===== config.mk =====
export PLATFORM = sky130hd
export DESIGN_NAME = membership_table_compacting_unit_flat
export DESIGN_NICKNAME = d
export VERILOG_FILES = /design/src/rtl/mtc_pkg.sv /design/src/rtl/mtc_ifs.sv /design/src/rtl/mtc_ctrl.sv /design/src/rtl/mtc_dp.sv /design/src/rtl/membership_table_compacting_unit.sv /design/src/flat_wrapper.sv
export SDC_FILE = /design/constraint.sdc
export NUM_CORES = 1
export LEC_CHECK = 0
export BUFFER_PORTS_ARGS = -buffer_cell sky130_fd_sc_hd__buf_2
export CORE_MARGIN = 8
export CORE_UTILIZATION = 35
export CTS_CLUSTER_DIAMETER = 30
export CTS_CLUSTER_SIZE = 25
export DETAILED_ROUTE_END_ITERATION = 10
export PLACE_DENSITY_LB_ADDON = 0.3
export SLEW_MARGIN = 5
export SYNTH_ARGS = -nofsm -noshare
export SYNTH_HDL_FRONTEND = slang
export SYNTH_HIERARCHICAL = 1
export SYNTH_SLANG_ARGS = --single-unit

===== constraint.sdc =====
create_clock -name clk -period 8.4 [get_ports clk]
set_clock_uncertainty 0.15 [all_clocks]
set_input_delay 0.84 -clock clk [delete_from_list [all_inputs] [get_ports clk]]
set_output_delay 0.84 -clock clk [all_outputs]
set_load 0.02 [all_outputs]

===== src/rtl/mtc_pkg.sv =====
package mtc_pkg;

	// Table geometry: number of slots and identifier width.
	localparam int Slots  = 16;
	localparam int IdBits = 16;
	localparam int IdxW   = $clog2(Slots);
	localparam int CountW = 5;
	localparam int AddrW  = 3;

	// Register index of the capacity register (paddr[2]).
	localparam logic RegMaxMembers = 1'b0;

	// Capacity after reset.
	localparam logic [CountW-1:0] MaxMembersReset = CountW'(16);

	typedef enum logic [1:0] {
		ACT_ADD    = 2'd0,
		ACT_REMOVE = 2'd1,
		ACT_QUERY  = 2'd2,
		ACT_CLEAR  = 2'd3
	} action_t;

	typedef enum logic [1:0] {
		ST_OK         = 2'd0,
		ST_FULL       = 2'd1,
		ST_EMPTY      = 2'd2,
		ST_NOT_MEMBER = 2'd3
	} status_t;

	typedef enum logic {
		CTL_IDLE = 1'b0,
		CTL_EXEC = 1'b1
	} ctl_state_t;

	// Commands from the controller to the datapath.
	typedef struct packed {
		logic load;
		logic exec;
	} cmd_t;

endpackage


===== src/rtl/mtc_ifs.sv =====
// Request channel: one action word per handshake.
interface mtc_req_if;
	logic                          valid;
	logic                          ready;
	mtc_pkg::action_t              action;
	logic [mtc_pkg::IdBits-1:0]    client_id;

	modport source (output valid, output action, output client_id, input ready);
	modport sink   (input valid, input action, input client_id, output ready);
endinterface

// Response channel: one result word per handshake.
interface mtc_rsp_if;
	logic                          valid;
	logic                          ready;
	mtc_pkg::status_t              status;
	logic                          is_member;
	logic [mtc_pkg::CountW-1:0]    member_count;
	logic                          list_empty;

	modport source (output valid, output status, output is_member, output member_count,
		output list_empty, input ready);
	modport sink   (input valid, input status, input is_member, input member_count,
		input list_empty, output ready);
endinterface


===== src/rtl/mtc_ctrl.sv =====
module mtc_ctrl (
	input  logic           clk,
	input  logic           arst_n,
	input  logic           req_valid,
	output logic           req_ready,
	output logic           rsp_valid,
	input  logic           rsp_ready,
	output mtc_pkg::cmd_t  cmd
);

	mtc_pkg::ctl_state_t state_q, state_d;
	logic                rsp_valid_q;
	logic                out_free;

	// The output register can take a new result when empty or being drained.
	assign out_free = !rsp_valid_q || rsp_ready;

	// Next state.
	always_comb begin
		state_d = state_q;
		unique case (state_q)
			mtc_pkg::CTL_IDLE: begin
				if (req_valid) state_d = mtc_pkg::CTL_EXEC;
			end
			mtc_pkg::CTL_EXEC: begin
				if (out_free) state_d = mtc_pkg::CTL_IDLE;
			end
			default: state_d = mtc_pkg::CTL_IDLE;
		endcase
	end

	// Outputs and datapath commands.
	always_comb begin
		req_ready = 1'b0;
		cmd       = '0;
		unique case (state_q)
			mtc_pkg::CTL_IDLE: begin
				req_ready = 1'b1;
				cmd.load  = req_valid;
			end
			mtc_pkg::CTL_EXEC: begin
				cmd.exec = out_free;
			end
			default: begin
				req_ready = 1'b0;
			end
		endcase
	end

	// State and result-valid registers.
	always_ff @(posedge clk or negedge arst_n) begin
		if (!arst_n) begin
			state_q     <= mtc_pkg::CTL_IDLE;
			rsp_valid_q <= 1'b0;
		end else begin
			state_q <= state_d;
			if (cmd.exec) rsp_valid_q <= 1'b1;
			else if (rsp_ready) rsp_valid_q <= 1'b0;
		end
	end

	assign rsp_valid = rsp_valid_q;

endmodule


===== src/rtl/mtc_dp.sv =====
module mtc_dp (
	input  logic                          clk,
	input  logic                          arst_n,
	input  mtc_pkg::cmd_t                 cmd,
	input  mtc_pkg::action_t              req_action,
	input  logic [mtc_pkg::IdBits-1:0]    req_client_id,
	input  logic                          cfg_wr,
	input  logic                          cfg_sel,
	input  logic [mtc_pkg::CountW-1:0]    cfg_wdata,
	output logic [mtc_pkg::CountW-1:0]    cfg_rdata,
	output mtc_pkg::status_t              rsp_status,
	output logic                          rsp_is_member,
	output logic [mtc_pkg::CountW-1:0]    rsp_member_count,
	output logic                          rsp_list_empty
);

	// Captured request word.
	mtc_pkg::action_t                  act_q;
	logic [mtc_pkg::IdBits-1:0]        id_q;

	// Member list and its count; slots at and above the count never match.
	logic [mtc_pkg::IdBits-1:0]        slots_q [mtc_pkg::Slots];
	logic [mtc_pkg::CountW-1:0]        cnt_q;
	logic [mtc_pkg::CountW-1:0]        cap_q;

	// Result register.
	mtc_pkg::status_t                  status_q;
	logic                              member_q;
	logic [mtc_pkg::CountW-1:0]        count_q;
	logic                              empty_q;

	logic [mtc_pkg::Slots-1:0]         hit;
	logic [mtc_pkg::Slots-1:0]         first_hit;
	logic [mtc_pkg::Slots-1:0]         from_hit;
	logic                              present;
	logic [mtc_pkg::CountW-1:0]        cap_eff;
	logic                              full;
	logic                              add_go;
	logic                              rem_go;
	mtc_pkg::status_t                  status_d;
	logic                              member_d;
	logic [mtc_pkg::CountW-1:0]        cnt_d;

	// Compare every occupied slot against the identifier in parallel.
	always_comb begin
		for (int i = 0; i < mtc_pkg::Slots; i++) begin
			hit[i] = (slots_q[i] == id_q) && (mtc_pkg::CountW'(i) < cnt_q);
		end
	end

	// Isolate the first match and mark it and every slot above it.
	assign present   = |hit;
	assign first_hit = hit & (~hit + mtc_pkg::Slots'(1));
	assign from_hit  = ~(first_hit - mtc_pkg::Slots'(1));

	// Capacity is saturated to the table size.
	assign cap_eff = (cap_q > mtc_pkg::CountW'(mtc_pkg::Slots)) ?
		mtc_pkg::CountW'(mtc_pkg::Slots) : cap_q;
	assign full    = cnt_q >= cap_eff;

	// Decide the action outcome.
	always_comb begin
		status_d = mtc_pkg::ST_OK;
		member_d = present;
		cnt_d    = cnt_q;
		add_go   = 1'b0;
		rem_go   = 1'b0;
		unique case (act_q)
			mtc_pkg::ACT_ADD: begin
				if (full) begin
					status_d = mtc_pkg::ST_FULL;
				end else begin
					add_go = 1'b1;
					cnt_d  = cnt_q + mtc_pkg::CountW'(1);
				end
			end
			mtc_pkg::ACT_REMOVE: begin
				if (cnt_q == '0) begin
					status_d = mtc_pkg::ST_EMPTY;
				end else if (!present) begin
					status_d = mtc_pkg::ST_NOT_MEMBER;
				end else begin
					rem_go = 1'b1;
					cnt_d  = cnt_q - mtc_pkg::CountW'(1);
				end
			end
			mtc_pkg::ACT_QUERY: begin
				status_d = mtc_pkg::ST_OK;
			end
			mtc_pkg::ACT_CLEAR: begin
				cnt_d    = '0;
				member_d = 1'b0;
			end
			default: begin
				status_d = mtc_pkg::ST_OK;
			end
		endcase
	end

	// Request capture and result register.
	always_ff @(posedge clk) begin
		if (cmd.load) begin
			act_q <= req_action;
			id_q  <= req_client_id;
		end
		if (cmd.exec) begin
			status_q <= status_d;
			member_q <= member_d;
			count_q  <= cnt_d;
			empty_q  <= (cnt_d == '0);
		end
	end

	// Slot storage: append at the count, or shift later entries down one slot.
	always_ff @(posedge clk) begin
		if (cmd.exec) begin
			if (add_go) slots_q[cnt_q[mtc_pkg::IdxW-1:0]] <= id_q;
			if (rem_go) begin
				for (int i = 0; i < mtc_pkg::Slots - 1; i++) begin
					if (from_hit[i]) slots_q[i] <= slots_q[i+1];
				end
			end
		end
	end

	// Count and capacity register.
	always_ff @(posedge clk or negedge arst_n) begin
		if (!arst_n) begin
			cnt_q <= '0;
			cap_q <= mtc_pkg::MaxMembersReset;
		end else begin
			if (cmd.exec) cnt_q <= cnt_d;
			if (cfg_wr && (cfg_sel == mtc_pkg::RegMaxMembers)) cap_q <= cfg_wdata;
		end
	end

	assign cfg_rdata        = (cfg_sel == mtc_pkg::RegMaxMembers) ? cap_q : '0;
	assign rsp_status       = status_q;
	assign rsp_is_member    = member_q;
	assign rsp_member_count = count_q;
	assign rsp_list_empty   = empty_q;

endmodule


===== src/rtl/membership_table_compacting_unit.sv =====
// Channel | Direction | Word
// req     | in        | action, client_id
// rsp     | out       | status, is_member, member_count, list_empty
// apb     | in        | capacity register max_members at byte address 0
//
// A request is captured in the idle state, then in the execute step the
// parallel compare over all slots, the first-match pick and the one-step shift
// of the list all complete. The result then sits in an output register while
// the next request is accepted. A stalled response holds the engine in its
// execute step until the output register frees. arst_n clears the count,
// the handshake state and restores the capacity to 16; no clearing pass runs.
module membership_table_compacting_unit (
	input  logic                         clk,
	input  logic                         arst_n,
	mtc_req_if.sink                      req,
	mtc_rsp_if.source                    rsp,
	input  logic                         psel,
	input  logic                         penable,
	input  logic                         pwrite,
	input  logic [mtc_pkg::AddrW-1:0]    paddr,
	input  logic [31:0]                  pwdata,
	output logic [31:0]                  prdata,
	output logic                         pready
);

	mtc_pkg::cmd_t              cmd;
	logic                       req_ready;
	logic                       rsp_valid;
	logic                       cfg_wr;
	logic [mtc_pkg::CountW-1:0] cfg_rdata;
	mtc_pkg::status_t           rsp_status;
	logic                       rsp_is_member;
	logic [mtc_pkg::CountW-1:0] rsp_member_count;
	logic                       rsp_list_empty;

	// Register access completes in the access phase; no wait states.
	assign pready = 1'b1;
	assign cfg_wr = psel && penable && pwrite;
	assign prdata = {{(32 - mtc_pkg::CountW){1'b0}}, cfg_rdata};

	mtc_ctrl u_ctrl (
		.clk       (clk),
		.arst_n    (arst_n),
		.req_valid (req.valid),
		.req_ready (req_ready),
		.rsp_valid (rsp_valid),
		.rsp_ready (rsp.ready),
		.cmd       (cmd)
	);

	mtc_dp u_dp (
		.clk              (clk),
		.arst_n           (arst_n),
		.cmd              (cmd),
		.req_action       (req.action),
		.req_client_id    (req.client_id),
		.cfg_wr           (cfg_wr),
		.cfg_sel          (paddr[2]),
		.cfg_wdata        (pwdata[mtc_pkg::CountW-1:0]),
		.cfg_rdata        (cfg_rdata),
		.rsp_status       (rsp_status),
		.rsp_is_member    (rsp_is_member),
		.rsp_member_count (rsp_member_count),
		.rsp_list_empty   (rsp_list_empty)
	);

	assign req.ready        = req_ready;
	assign rsp.valid        = rsp_valid;
	assign rsp.status       = rsp_status;
	assign rsp.is_member    = rsp_is_member;
	assign rsp.member_count = rsp_member_count;
	assign rsp.list_empty   = rsp_list_empty;

endmodule


===== src/flat_wrapper.sv =====
// flat-port wrapper written by rule: the top's interface ports become plain ports
module membership_table_compacting_unit_flat 
  (clk, arst_n, psel, penable, pwrite, paddr, pwdata, prdata, pready, req_valid, req_action, req_client_id, req_ready, rsp_valid, rsp_status, rsp_is_member, rsp_member_count, rsp_list_empty, rsp_ready);
  mtc_req_if req_i ();
  mtc_rsp_if rsp_i ();
  input  logic clk;
  input  logic arst_n;
  input  logic psel;
  input  logic penable;
  input  logic pwrite;
  input  logic [mtc_pkg::AddrW-1:0] paddr;
  input  logic [31:0] pwdata;
  output logic [31:0] prdata;
  output logic pready;
  input wire logic [$bits(req_i.valid)-1:0] req_valid;
  input wire logic [$bits(req_i.action)-1:0] req_action;
  input wire logic [$bits(req_i.client_id)-1:0] req_client_id;
  output wire logic [$bits(req_i.ready)-1:0] req_ready;
  output wire logic [$bits(rsp_i.valid)-1:0] rsp_valid;
  output wire logic [$bits(rsp_i.status)-1:0] rsp_status;
  output wire logic [$bits(rsp_i.is_member)-1:0] rsp_is_member;
  output wire logic [$bits(rsp_i.member_count)-1:0] rsp_member_count;
  output wire logic [$bits(rsp_i.list_empty)-1:0] rsp_list_empty;
  input wire logic [$bits(rsp_i.ready)-1:0] rsp_ready;
  assign req_i.valid = req_valid;
  assign req_i.action = req_action;
  assign req_i.client_id = req_client_id;
  assign req_ready = req_i.ready;
  assign rsp_valid = rsp_i.valid;
  assign rsp_status = rsp_i.status;
  assign rsp_is_member = rsp_i.is_member;
  assign rsp_member_count = rsp_i.member_count;
  assign rsp_list_empty = rsp_i.list_empty;
  assign rsp_i.ready = rsp_ready;
  membership_table_compacting_unit u_core (.clk(clk), .arst_n(arst_n), .req(req_i), .rsp(rsp_i), .psel(psel), .penable(penable), .pwrite(pwrite), .paddr(paddr), .pwdata(pwdata), .prdata(prdata), .pready(pready));
endmodule

# After elaboration in Yosys (flattened, before gate mapping)
# Memory sizes are Yosys's and may differ from the RTL's.
# Cells that the tools add are included.
[classes]
mux = 89
reduce_logical = 27
add_sub_neg = 4
order_cmp = 18
eq_ne = 18
bitwise = 5
[op_table]
columns = ["op", "count"]
rows = [
  ["equality test 16 bit", 16],
  ["2-to-1 mux 1 bit", 77],
  ["< comparator 4 x 5 -> 1 bit, first input constant", 8],
  ["OR reduction 16 bit", 2],
  ["inverter 15 bit", 2],
  ["2-to-1 mux 5 bit", 5],
  ["< comparator 3 x 5 -> 1 bit, first input constant", 4],
  ["logical AND 1 bit", 19],
  ["2-to-1 mux 16 bit", 1],
  ["adder 15 x 1 -> 15 bit, second input constant", 1],
  ["AND 15 bit", 1],
  ["one-hot mux 5 bit (3 select lines)", 1],
  ["subtractor 15 x 1 -> 15 bit, second input constant", 1],
  ["logical NOT 5 bit", 2],
  ["< comparator 1 x 5 -> 1 bit, first input constant", 2],
  ["< comparator 2 x 5 -> 1 bit, first input constant", 2],
  ["adder 5 x 1 -> 5 bit, second input constant", 1],
  ["greater-or-equal comparator 5 bit", 1],
  ["greater-than comparator 5 bit, second input constant", 1],
  ["subtractor 5 x 1 -> 5 bit, second input constant", 1],
  ["2-to-1 mux 2 bit", 2],
  ["2-to-1 mux 4 bit", 1],
  ["one-hot mux 2 bit (2 select lines)", 1],
  ["equality test 2 x 1 -> 1 bit, second input constant", 1],
  ["other kinds (7)", 8],
]
[totals]
word_cells = 172
inputBits = 60
register_bits = 39
mem_count = 1
ramBits = 256
[mem_list]
columns = ["memory", "depth", "width", "rd", "rd_clocked_by_memory_dff", "write_ports", "line", "text"]
rows = [
  ["u_core.u_dp.slots_q", 16, 16, 16, 0, 15, "mtc_dp.sv:22", "logic [mtc_pkg::IdBits-1:0] slots_q [mtc_pkg::Slots];"],
]

# Longest topological paths before layout
# Gate-level depths: netlist of the first run.
# An unclocked memory read counts as a cell.
[depth]
word_depth = 14
depth_mapped = 15
depth_no_buf = 12

# By module
# The synthesis of the first run kept the hierarchy.
[by_module_without_submodules]
columns = ["module", "cells_per_inst", "area_each_um2", "n_inst", "seq_area_each_um2"]
rows = [
  ["mtc_dp", 1277, 16796.1, 1, 8749.6],
  ["membership_table_compacting_unit", 31, 224.0, 1, 0.0],
  ["mtc_ctrl", 8, 93.8, 1, 50.0],
]

# Worst setup path after synthesis of the first run
# No wires, ideal clock.
[synth_timing]
path_type = "input -> register"
from = "input port rsp_ready"
to = "memory u_core/u_dp/slots_q[7][0] in the netlist's numbering, enable pin"
arrival_time_ns = 3.193
path_buffers = 1
setup_ns = 0.411
slack_ns = 4.646
cell_stages = 5
path_cell_list = "nand2b_4 -> and2_1 -> clkbuf_1 -> nand2_1 -> o21ai_0"
[synth_rtl]
columns = ["item", "line", "text"]
rows = [
  ["start: declaration", "flat_wrapper.sv:24", "input wire logic [$bits(rsp_i.ready)-1:0] rsp_ready;"],
  ["end: declaration", "mtc_dp.sv:22", ""],
]

==> results.yml, run 1 <==
floorplan:
  coreArea_um2: 48650
  start_util_pct: 35.18
  die_height_um: 237.1
  io_pins: 104
  row_count: 81
  chipWidth_um: 237.1
  die_outline_area_um2: 56230
worst_setup_path:
  startpoint_type: "flip-flop"
  cp_data_arrival_time_ps: 5060
  regToRegSetupSlack_ps: 3380
  cp_max_fo: 17
  crit_start: "u_core/u_dp/id_q[6]"
  critPathCapture: "u_core/u_dp/slots_q[11][4]"
  required_ps: 8440
  ff_to_ff_end: "u_core/u_dp/slots_q[11][4]"
  path_class: "reg2reg"
  worstRegToRegCells: 10
  rr_startpoint: "u_core/u_dp/id_q[6]"
  end_kind: "flip-flop"
power:
  cellInternalPower_mw: 3.828
  seq_power_share_pct: 33.9
  leakagePower_nw: 6.990
  p_sw_share_pct: 26.18
  switchingPower_mw: 1.357
  pwr_density_cell_nw_per_um2: 258.1
  peakVddDrop_mv: 0.1725
  fin_total_pwr_mw: 5.186
  combinationalPowerShare_pct: 13.3
  clockPowerShare_pct: 52.8
global_route:
  global_route.overflow_total: 0
  largest_net_degree_at_the_start_of_global_routing: 33
  via_count_of_the_first_global_routing_pass: 11400
  grt_antenna_before_repair: 0
  track_usage_pct: 14.69
  grt_pass1_wl_um: 65110
timing:
  grt_setup_unrepaired: "false"
  final_setup_fails: 0
  report.final.hold_viol_count: 0
  worstMarginPinSlew_ps: 1099
  timing.final.crit_period_ps: 5020
  finalCritPeriodShare_pct: 59.76
  timing.slew.headroom_pct: 26.76
  slew_viol_final: 0
  post_route_worst_hold_slack_ps: 23.99
  finalSetupTns_ps: 0
  achievable-frequency_mhz: 199.2
yosys:
  synthesis.instances: 1316
  synth-seq-area-share_pct: 51.42
  synthArstFlopShare_pct: 4.068
  post_synth_instance_area_um2: 17110
  number_of_synthesized_flops_with_an_enable_pin: 283
  netlist-cell-type-count: 81
  flop_and_latch_count_out_of_synthesis: 295
  dominantRegCellSynth: "sky130_fd_sc_hd__edfxtp_1"
  ys_warn_count: 6
  synth.avg_cell_area_um2: 13.00
clock_tree:
  tritoncts: "yes"
  h_tree_depth_reported_by_cts: 3
  cts_hold_repair.buffers: 0
  path_clk_slew_ps: 40
  ctsResizeCount: 0
  numCtsBuffers: 74
  cts.sinks: 295
  worstSkewPairLatency_ps: 570
  clockBufferDepth: 3
  post-cts-setup-buffer-count: 0
  root_buffer: "sky130_fd_sc_hd__clkbuf_16"
status:
  status: "completed"
route:
  detailedRoute.firstIterationViolations: 751
  detailroute.via_count: 10730
  post-route-drc-count: 0
  detail-route-antenna-nets: 0
  wl_per_cell_um: 20.58
  routed_wl_um: 42130
  avgViaCountPerCell: 5.240
  drt-pass1-iter-count: 5
layout:
  postLayoutCellArea_um2: 20090
  final.fill_count: 4520
  drive_gt1_share_pct: 28.28
  insertedDiodeCount: 0
  postLayoutCoreUtil_pct: 41.30
  syn2layout_area_growth_pct: 17.41
  fin_nets: 1438
worst_hold_path:
  hold_class: "in2async"
place:
  port_buffers: 46
  detailed_place_hpwl_um: 28770
  gpl.final_weighted_congestion: 0.8652
  place_area_um2: 17660
flow_run:
  timing.max_cap.violations: 0
==> how the worst min path moves through the flow <==
| stage | cells past startpoint | startpoint | endpoint |
|---|---|---|---|
| floorplan | 0 | u_core/u_dp/id_q[0] | u_core/u_dp/slots_q[15][0] |
| global placement | 2 | u_core/u_ctrl/state_q | u_core/u_ctrl/rsp_valid |
| detailed placement | 2 | u_core/u_ctrl/state_q | u_core/u_ctrl/rsp_valid |
| CTS | 1 | arst_n | u_core/u_dp/cnt_q[0] |
| global route | 1 | arst_n | u_core/u_ctrl/state_q |
| finish | 1 | arst_n | u_core/u_ctrl/state_q |
==> layout make-up <==
type	count	area, um2	share of cell area (%)
multi-input combinational	919	7650	38.07
inverter	9	33.78	0.1681
sequential	295	8800	43.79
clock buffer	84	1941	9.658
timing repair buffer	69	402.9	2.005
clock inverter	49	488.0	2.429
tap	622	778.2	3.873
==> per-stage QoR <==
stage / setup slack, ps / std cells
finish: 3380 / 2047
floorplan: 4646 / 1342
detailed placement: 3438 / 1914
global route: 3145 / 2047
CTS: 3410 / 2047
global placement: 3538 / 1914
==> placed cells by master, fill, tap and decap left out, types with 8 or more instances in the layout <==
cell / n
sky130_fd_sc_hd__a21o_1: 12
sky130_fd_sc_hd__bufinv_16: 8
sky130_fd_sc_hd__clkinv_1: 12
sky130_fd_sc_hd__nand4_1: 30
sky130_fd_sc_hd__ha_1: 10
sky130_fd_sc_hd__mux2_2: 187
sky130_fd_sc_hd__nor2b_1: 9
sky130_fd_sc_hd__nand3_1: 24
sky130_fd_sc_hd__xor2_1: 178
sky130_fd_sc_hd__xnor2_1: 81
sky130_fd_sc_hd__nor4_1: 65
sky130_fd_sc_hd__nand2_1: 45
sky130_fd_sc_hd__clkinv_2: 16
sky130_fd_sc_hd__edfxtp_1: 283
sky130_fd_sc_hd__nor2_1: 40
sky130_fd_sc_hd__mux2_1: 59
sky130_fd_sc_hd__nor4b_1: 14
sky130_fd_sc_hd__inv_1: 8
sky130_fd_sc_hd__nor3_1: 16
sky130_fd_sc_hd__buf_4: 23
sky130_fd_sc_hd__conb_1: 28
sky130_fd_sc_hd__buf_2: 46
sky130_fd_sc_hd__clkbuf_16: 75
sky130_fd_sc_hd__dfrtp_1: 11
sky130_fd_sc_hd__a21oi_1: 11
==> flip-flops by register name, summed over array words and instances (netlist names) <==
signal / cells
u_core/u_ctrl/rsp_valid: 1
u_core/u_ctrl/state_q: 1
u_core/u_dp/act_q: 2
u_core/u_dp/cap_q: 5
u_core/u_dp/cnt_q: 5
u_core/u_dp/id_q: 16
u_core/u_dp/rsp_is_member: 1
u_core/u_dp/rsp_list_empty: 1
u_core/u_dp/rsp_member_count: 5
u_core/u_dp/rsp_status: 2
u_core/u_dp/slots_q: 256
==> cell families after synthesis <==
logic type,after synthesis,share of synthesized area (%)
muxes,247,16.27
AOI/OAI and AO/OA,65,2.720
DFF,295,51.42
buffers and inverters,128,4.452
other,2,0.04388
and+or+nand+nor,310,11.11
xor gates and xnor gates,259,13.25
adders and majority gates,10,0.7311
==> per-layer routing <==
| metal | track usage [%] | vias up | wire (um) |
|---|---|---|---|
| li1 | - | 4997 | - |
| met1 | 18.65 | 5333 | 18590 |
| met2 | 24.47 | 304 | 20380 |
| met3 | 2.871 | 93 | 1999 |
| met4 | 5.767 | 0 | 1156 |
| met5 | 0 | - | 0 |
==> critical path, cell delays in order, from the launching register on <==
cell and delay (ps):
sky130_fd_sc_hd__edfxtp_1 910, sky130_fd_sc_hd__buf_4 380, sky130_fd_sc_hd__xor2_1 140, sky130_fd_sc_hd__or3b_2 470, sky130_fd_sc_hd__nand4bb_1 210, sky130_fd_sc_hd__o22ai_1 380, sky130_fd_sc_hd__nor2_1 120, sky130_fd_sc_hd__and2_1 210
sky130_fd_sc_hd__and2_1 200, sky130_fd_sc_hd__a31oi_2 840, sky130_fd_sc_hd__a21o_1 600
==> synth_stat cells, drive strengths merged (9+ instances only) <==
cell type	n	share of area [%]
edfxtp	283	50
mux2	247	16
xor2	178	9.1
buf	95	3.7
xnor2	81	4.1
nor4	68	2.7
nand2	49	1.2
nor2	43	1.0
nand4	31	1.2
clkbuf	24	0.53
nand3	24	0.70
nor3	17	0.56
nor4b	15	0.80
a21oi	13	0.42
a21o	12	0.53
dfrtp	11	1.6
ha	10	0.73
nor2b	10	0.38
inv	9	0.20
o21ai	9	0.29
==> power by group through the flow <==
| stage | combinational, mW | sequential [mW] | clock, mW |
|---|---|---|---|
| after global placement | 0.677 | 1.78 | 0 |
| after detailed placement | 0.685 | 1.78 | 0 |
| after global routing | 0.752 | 1.76 | 2.86 |
| after CTS | 0.691 | 1.76 | 2.78 |
| final | 0.691 | 1.76 | 2.74 |
| after floorplan | 0.531 | 1.74 | 0 |
Note: power is estimated with default switching activity, not from simulation.
==> inputs of run 2 (changes only) <==
clock period = 4.21 ns   (was 8.4 ns; I/O delays follow)
==> run 2 against run 1 <==
Effect of this change:
- critical path depth rose by 1
- maximum frequency rose by 25%
- largest power group unchanged
- sequential share of layout area fell by 2.0 points
- largest cell class unchanged
- worst hold slack improved by 84 ps
- global-route usage rose by 0.43 points
- final cell count rose by 3.7%
==> results.yml, run 2 (same netlist as run 1, synthesis figures left out) <==
timing:
  slew_viol_final: 0
  achievable-frequency_mhz: 249.5
  final_setup_fails: 0
  worstMarginPinSlew_ps: 960.4
  grt_setup_unrepaired: "true"
  report.final.hold_viol_count: 0
  post_route_worst_hold_slack_ps: 107.9
  finalCritPeriodShare_pct: 95.20
  timing.final.crit_period_ps: 4008
  timing.slew.headroom_pct: 35.68
  finalSetupTns_ps: 0
clock_tree:
  clockBufferDepth: 3
  tritoncts: "yes"
  numCtsBuffers: 73
  cts.sinks: 295
  root_buffer: "sky130_fd_sc_hd__clkbuf_16"
  path_clk_slew_ps: 40
  worstSkewPairLatency_ps: 580
  h_tree_depth_reported_by_cts: 3
place:
  gpl.final_weighted_congestion: 0.8613
  detailed_place_hpwl_um: 29900
  port_buffers: 46
worst_hold_path:
  hold_class: "in2async"
global_route:
  global_route.overflow_total: 0
  grt_pass1_wl_um: 67350
  globalRoute.busiestLayer: "met2"
  use_met3_pct: 2.883
  grt_use_met2_pct: 25.71
  largest_net_degree_at_the_start_of_global_routing: 33
  grt_antenna_before_repair: 0
  grtUsageMet1_pct: 18.99
  track_usage_pct: 15.11
  via_count_of_the_first_global_routing_pass: 11580
layout:
  top_register: "u_core/u_dp/slots_q"
  fin_nets: 1513
  flip_flop_count_of_the_largest_register_all_copies_and_words_added: 256
  most_used_cells_in_the_layout_excluding_fill_and_tap_cells: "283 x sky130_fd_sc_hd__edfxtp_1, 187 x sky130_fd_sc_hd__mux2_2, 178 x sky130_fd_sc_hd__xor2_1"
  syn2layout_area_growth_pct: 23.07
  insertedDiodeCount: 0
  layout.cells.most_common: "sky130_fd_sc_hd__edfxtp_1"
  top_regs: "u_core/u_dp/slots_q (256), u_core/u_dp/id_q (16)"
  drive_gt1_share_pct: 29.85
worst_setup_path:
  end_kind: "flip-flop"
  cp_max_fo: 6
  startpoint_type: "flip-flop"
  ff_to_ff_end: "u_core/u_dp/rsp_list_empty"
  cp_data_arrival_time_ps: 4260
  rr_startpoint: "u_core/u_dp/cnt_q[3]"
  regToRegSetupSlack_ps: 200
  crit_start: "u_core/u_dp/cnt_q[3]"
  required_ps: 4460
  path_class: "reg2reg"
  critPathCapture: "u_core/u_dp/rsp_list_empty"
  worstRegToRegCells: 11
route:
  detailedRoute.firstIterationViolations: 567
  detail-route-antenna-nets: 0
  routed_wl_um: 43250
  avgViaCountPerCell: 5.177
  post-route-drc-count: 0
  wl_per_cell_um: 20.37
  detailroute.via_count: 10990
  drt-pass1-iter-count: 5
flow_run:
  timing.max_cap.violations: 0
power:
  p_sw_share_pct: 26.33
  clockPowerShare_pct: 52.0
  leakagePower_nw: 7.454
  peakVddDrop_mv: 0.3810
  pwr_density_cell_nw_per_um2: 497.2
  combinationalPowerShare_pct: 15.1
  cellInternalPower_mw: 7.714
  switchingPower_mw: 2.757
  seq_power_share_pct: 32.9
floorplan:
  die_outline_area_um2: 56230
  coreArea_um2: 48650
  row_count: 81
  start_util_pct: 35.18
  chipWidth_um: 237.1
  io_pins: 104
  die_height_um: 237.1
status:
  status: "completed"
==> run 2: cell types whose count changed in the layout (fill, tap and decap cells not counted), moves of 4 or more <==
cell,delta
sky130_fd_sc_hd__buf_12,+26
sky130_fd_sc_hd__buf_4,+25
sky130_fd_sc_hd__dlygate4sd3_1,+25
sky130_fd_sc_hd__clkbuf_1,+7
sky130_fd_sc_hd__inv_6,-4
==> run 2: worst min path at each step <==
stage                                   end  slack [ps]  cells past startpoint
CTS                   u_core/u_ctrl/state_q         100                      2
global route          u_core/u_ctrl/state_q         140                      2
global placement    u_core/u_ctrl/rsp_valid         180                      1
floorplan           u_core/u_ctrl/rsp_valid         -20                      0
detailed placement    u_core/u_ctrl/state_q         180                      1
finish                u_core/u_ctrl/state_q         110                      2
==> run 2: final cells by class <==
cell class | instances | area [um2]
clock buffers | 92 | 1969
clock inverters | 41 | 469.2
fillers | 4388 | 27590
inverters | 9 | 33.78
multi-input cells | 919 | 7650
flip-flops and latches | 295 | 8800
well taps | 622 | 778.2
repair buffers | 145 | 1361
==> run 2: power groups by stage <==
stage | clock (mW) | sequential [mW] | combinational [mW]
2_1_floorplan | 0 | 3.48 | 1.06
3_3_place_gp | 0 | 3.50 | 1.52
3_5_place_dp | 0 | 3.50 | 1.53
4_1_cts | 5.54 | 3.45 | 1.57
5_1_grt | 5.71 | 3.46 | 1.71
6_report | 5.44 | 3.45 | 1.58
==> run 2: worst max-delay path, stage by stage (launching register included) <==
cell	delay [ps]
sky130_fd_sc_hd__dfrtp_1	460
sky130_fd_sc_hd__nor4_1	820
sky130_fd_sc_hd__nor4_1	140
sky130_fd_sc_hd__nand3_1	150
sky130_fd_sc_hd__nor4_1	90
sky130_fd_sc_hd__nor4_2	520
sky130_fd_sc_hd__nand4_4	200
sky130_fd_sc_hd__buf_4	220
sky130_fd_sc_hd__a311oi_1	260
sky130_fd_sc_hd__a31oi_1	130
sky130_fd_sc_hd__or4_4	450
sky130_fd_sc_hd__nor4b_2	210
==> run 2: metal layers <==
metal,up-vias,wire length (um)
li1,5140,-
met1,5518,19270
met2,253,21340
met3,80,1732
met4,0,902
met5,-,0
==> run 2: per-stage QoR <==
step | std cells | area (um2) | util (%) | setup WS (ps) | total power, mW
final | 2123 | 21060 | 43.29 | 201.9 | 10.47
after global placement | 1963 | 18360 | 37.74 | 180.7 | 5.019
after detailed placement | 1963 | 18360 | 37.74 | 198.2 | 5.033
after CTS | 2121 | 21050 | 43.26 | 177.2 | 10.56
after floorplan | 1342 | 17210 | - | 470.9 | 4.539
after global routing | 2123 | 21060 | 43.29 | -39.98 | 10.87
==> run 2: timing repair <==
action | CTS | global route
hold buffers | 25 | 0
hold endpoints to repair | 37 | 0
endpoints found under the setup margin | 0 | 96
resized for setup | 0 | 0
buffers inserted | 0 | 2
==> inputs of run 3 (changes only) <==
==> constraint.sdc (replaced) <==
create_clock -name clk -period 4.21 [get_ports clk]
set_clock_uncertainty 0.15 [all_clocks]
set_input_delay 0.6315 -clock clk [delete_from_list [all_inputs] [get_ports clk]]
set_output_delay 0.6315 -clock clk [all_outputs]
set_load 0.02 [all_outputs]
==> run 3 against run 2 <==
Effect of this change:
- register-to-register slack about the same
- core utilization is 0.27 points lower
- global-route usage fell by 0.15 points
- via count down 1.2%
- total power is 0.99% higher
- non-clock buffer count is 22 lower
- sequential share of layout area rose by 0.26 points
- final cell count is 1.3% lower
- clock power grew 2%
- maximum frequency is 0.19% higher
- sequential power hardly changed
- final area down 0.63%
- largest power group unchanged
==> results.yml, run 3 (same netlist as run 1, synthesis figures left out) <==
global_route:
  global_route.overflow_total: 0
  grt_pass1_wl_um: 66510
  via_count_of_the_first_global_routing_pass: 11460
  largest_net_degree_at_the_start_of_global_routing: 33
  grt_antenna_before_repair: 0
  track_usage_pct: 14.97
worst_setup_path:
  cpMaxStageDelayCell: "sky130_fd_sc_hd__nor4_1"
  critPathCapture: "u_core/u_dp/rsp_list_empty"
  rr_startpoint: "u_core/u_dp/cnt_q[1]"
  crit_top_cell: "sky130_fd_sc_hd__nor4_1"
  crit_chain: "nor4_1 -> nor4_1 -> nand3_1 -> nor4_1 -> nor4_2 -> nand4_4 -> buf_4 -> a311oi_1 -> a31oi_1 -> or4_4 -> nor4b_2"
  regToRegSetupSlack_ps: 210
  ff_to_ff_end: "u_core/u_dp/rsp_list_empty"
  path_class: "reg2reg"
  timing.critical_path.depth: 11
  crit_start: "u_core/u_dp/cnt_q[1]"
  end_kind: "flip-flop"
  cp_max_fo: 6
  startpoint_type: "flip-flop"
  total_buffers_and_inverters_traversed_by_the_critical_path: 1
  cpLargestDelayFamily: "simple AND/OR/NAND/NOR gates"
  cp_slowest_stage_delay_ps: 800
  worstRegToRegCells: 11
  cp_data_arrival_time_ps: 4250
  required_ps: 4460
place:
  place_inst: 1966
  placement.setup.worst_slack_ps: 250.2
  detailed_place_hpwl_um: 29480
  place_area_um2: 18460
  port_buffers: 46
  gpl.final_weighted_congestion: 0.8985
floorplan:
  die_height_um: 237.1
  start_util_pct: 35.18
  chipWidth_um: 237.1
  row_count: 81
  die_outline_area_um2: 56230
  io_pins: 104
  coreArea_um2: 48650
clock_tree:
  worstSkewPairLatency_ps: 570
  h_tree_depth_reported_by_cts: 3
  clockBufferDepth: 3
  root_buffer: "sky130_fd_sc_hd__clkbuf_16"
  numCtsBuffers: 72
  path_clk_slew_ps: 50
  tritoncts: "yes"
  ctsResizeCount: 0
  cts.sinks: 295
timing:
  slew_viol_final: 0
  fin_ws_ps: 209.3
  timing.final.crit_period_ps: 4001
  worstMarginPinSlew_ps: 947.8
  finalSetupTns_ps: 0
  finalCritPeriodShare_pct: 95.03
  report.final.hold_viol_count: 0
  grt_setup_unrepaired: "false"
  final_setup_fails: 0
  post_route_worst_hold_slack_ps: 79.91
  achievable-frequency_mhz: 250.0
  timing.slew.headroom_pct: 36.53
route:
  routed_wl_um: 42490
  detailedRoute.firstIterationViolations: 651
  wl_per_cell_um: 20.27
  drt-pass1-iter-count: 5
  detail-route-antenna-nets: 0
  avgViaCountPerCell: 5.180
  post-route-drc-count: 0
  detailroute.via_count: 10860
layout:
  fin_nets: 1490
  syn2layout_area_growth_pct: 22.29
  postLayoutCoreUtil_pct: 43.02
  top_register: "u_core/u_dp/slots_q"
  top_regs: "u_core/u_dp/slots_q (256), u_core/u_dp/id_q (16)"
  flip_flop_count_of_the_largest_register_all_copies_and_words_added: 256
  final.fill_count: 4434
  insertedDiodeCount: 0
  most_used_cells_in_the_layout_excluding_fill_and_tap_cells: "283 x sky130_fd_sc_hd__edfxtp_1, 187 x sky130_fd_sc_hd__mux2_2, 178 x sky130_fd_sc_hd__xor2_1"
  postLayoutCellArea_um2: 20930
  drive_gt1_share_pct: 30.87
  layoutNonFillerInstCount: 2096
  layout.cells.most_common: "sky130_fd_sc_hd__edfxtp_1"
flow_run:
  timing.max_cap.violations: 0
status:
  status: "completed"
power:
  leakagePower_nw: 7.353
  pwr_density_cell_nw_per_um2: 505.3
  peakVddDrop_mv: 0.3755
  fin_total_pwr_mw: 10.58
worst_hold_path:
  hold_class: "in2reg"
run 3: power by group:
part	leakage, nW	total [mW]	switching [mW]	internal [mW]
clock network	1.15	5.57	1.69	3.88
logic	3.50	1.57	0.951	0.617
registers	2.70	3.44	0.0816	3.36
total	7.35	10.6	2.72	7.85
run 3: repair_timing:
item | 4_1_cts | 5_1_grt
setup buffers | 0 | 1
endpoints found under the hold margin | 11 | 0
hold buffers | 1 | 0
endpoints found under the setup margin | 0 | 16
run 3: layout make-up:
type	count	area [um2]	area share, %
sequential	295	8800	42.05
tap	622	778.2	3.719
clock inverter	45	560.5	2.678
clock buffer	83	1896	9.057
multi-input combinational	919	7650	36.55
inverter	9	33.78	0.1614
timing repair buffer	123	1211	5.787
run 3: routing by layer:
| layer | GRT usage [%] | part of all wire (%) | vias to the layer above | wire length [um] |
|---|---|---|---|---|
| li1 | - | - | 5089 | - |
| met1 | 18.76 | 45 | 5373 | 19010 |
| met2 | 24.84 | 48 | 292 | 20360 |
| met3 | 3.255 | 4.3 | 104 | 1823 |
| met4 | 6.160 | 3.1 | 0 | 1296 |
| met5 | 0 | 0 | - | 0 |
run 3: worst min path at each step:
stage | from | endpoint | slack (ps) | cells after the start
after global placement | u_core/u_ctrl/state_q | u_core/u_ctrl/rsp_valid | 340 | 2
final | req_client_id[11] | u_core/u_dp/id_q[11] | 80 | 1
after floorplan | arst_n | u_core/u_ctrl/rsp_valid | 190 | 0
after detailed placement | u_core/u_ctrl/state_q | u_core/u_ctrl/rsp_valid | 370 | 2
after global routing | req_client_id[11] | u_core/u_dp/id_q[11] | 50 | 1
after CTS | req_client_id[6] | u_core/u_dp/id_q[6] | 50 | 1
run 3: worst register-to-register path: stages, from the launching register on:
cell	delay [ps]
sky130_fd_sc_hd__dfrtp_1	450
sky130_fd_sc_hd__nor4_1	800
sky130_fd_sc_hd__nor4_1	140
sky130_fd_sc_hd__nand3_1	150
sky130_fd_sc_hd__nor4_1	100
sky130_fd_sc_hd__nor4_2	560
sky130_fd_sc_hd__nand4_4	200
sky130_fd_sc_hd__buf_4	220
sky130_fd_sc_hd__a311oi_1	250
sky130_fd_sc_hd__a31oi_1	140
sky130_fd_sc_hd__or4_4	460
sky130_fd_sc_hd__nor4b_2	200
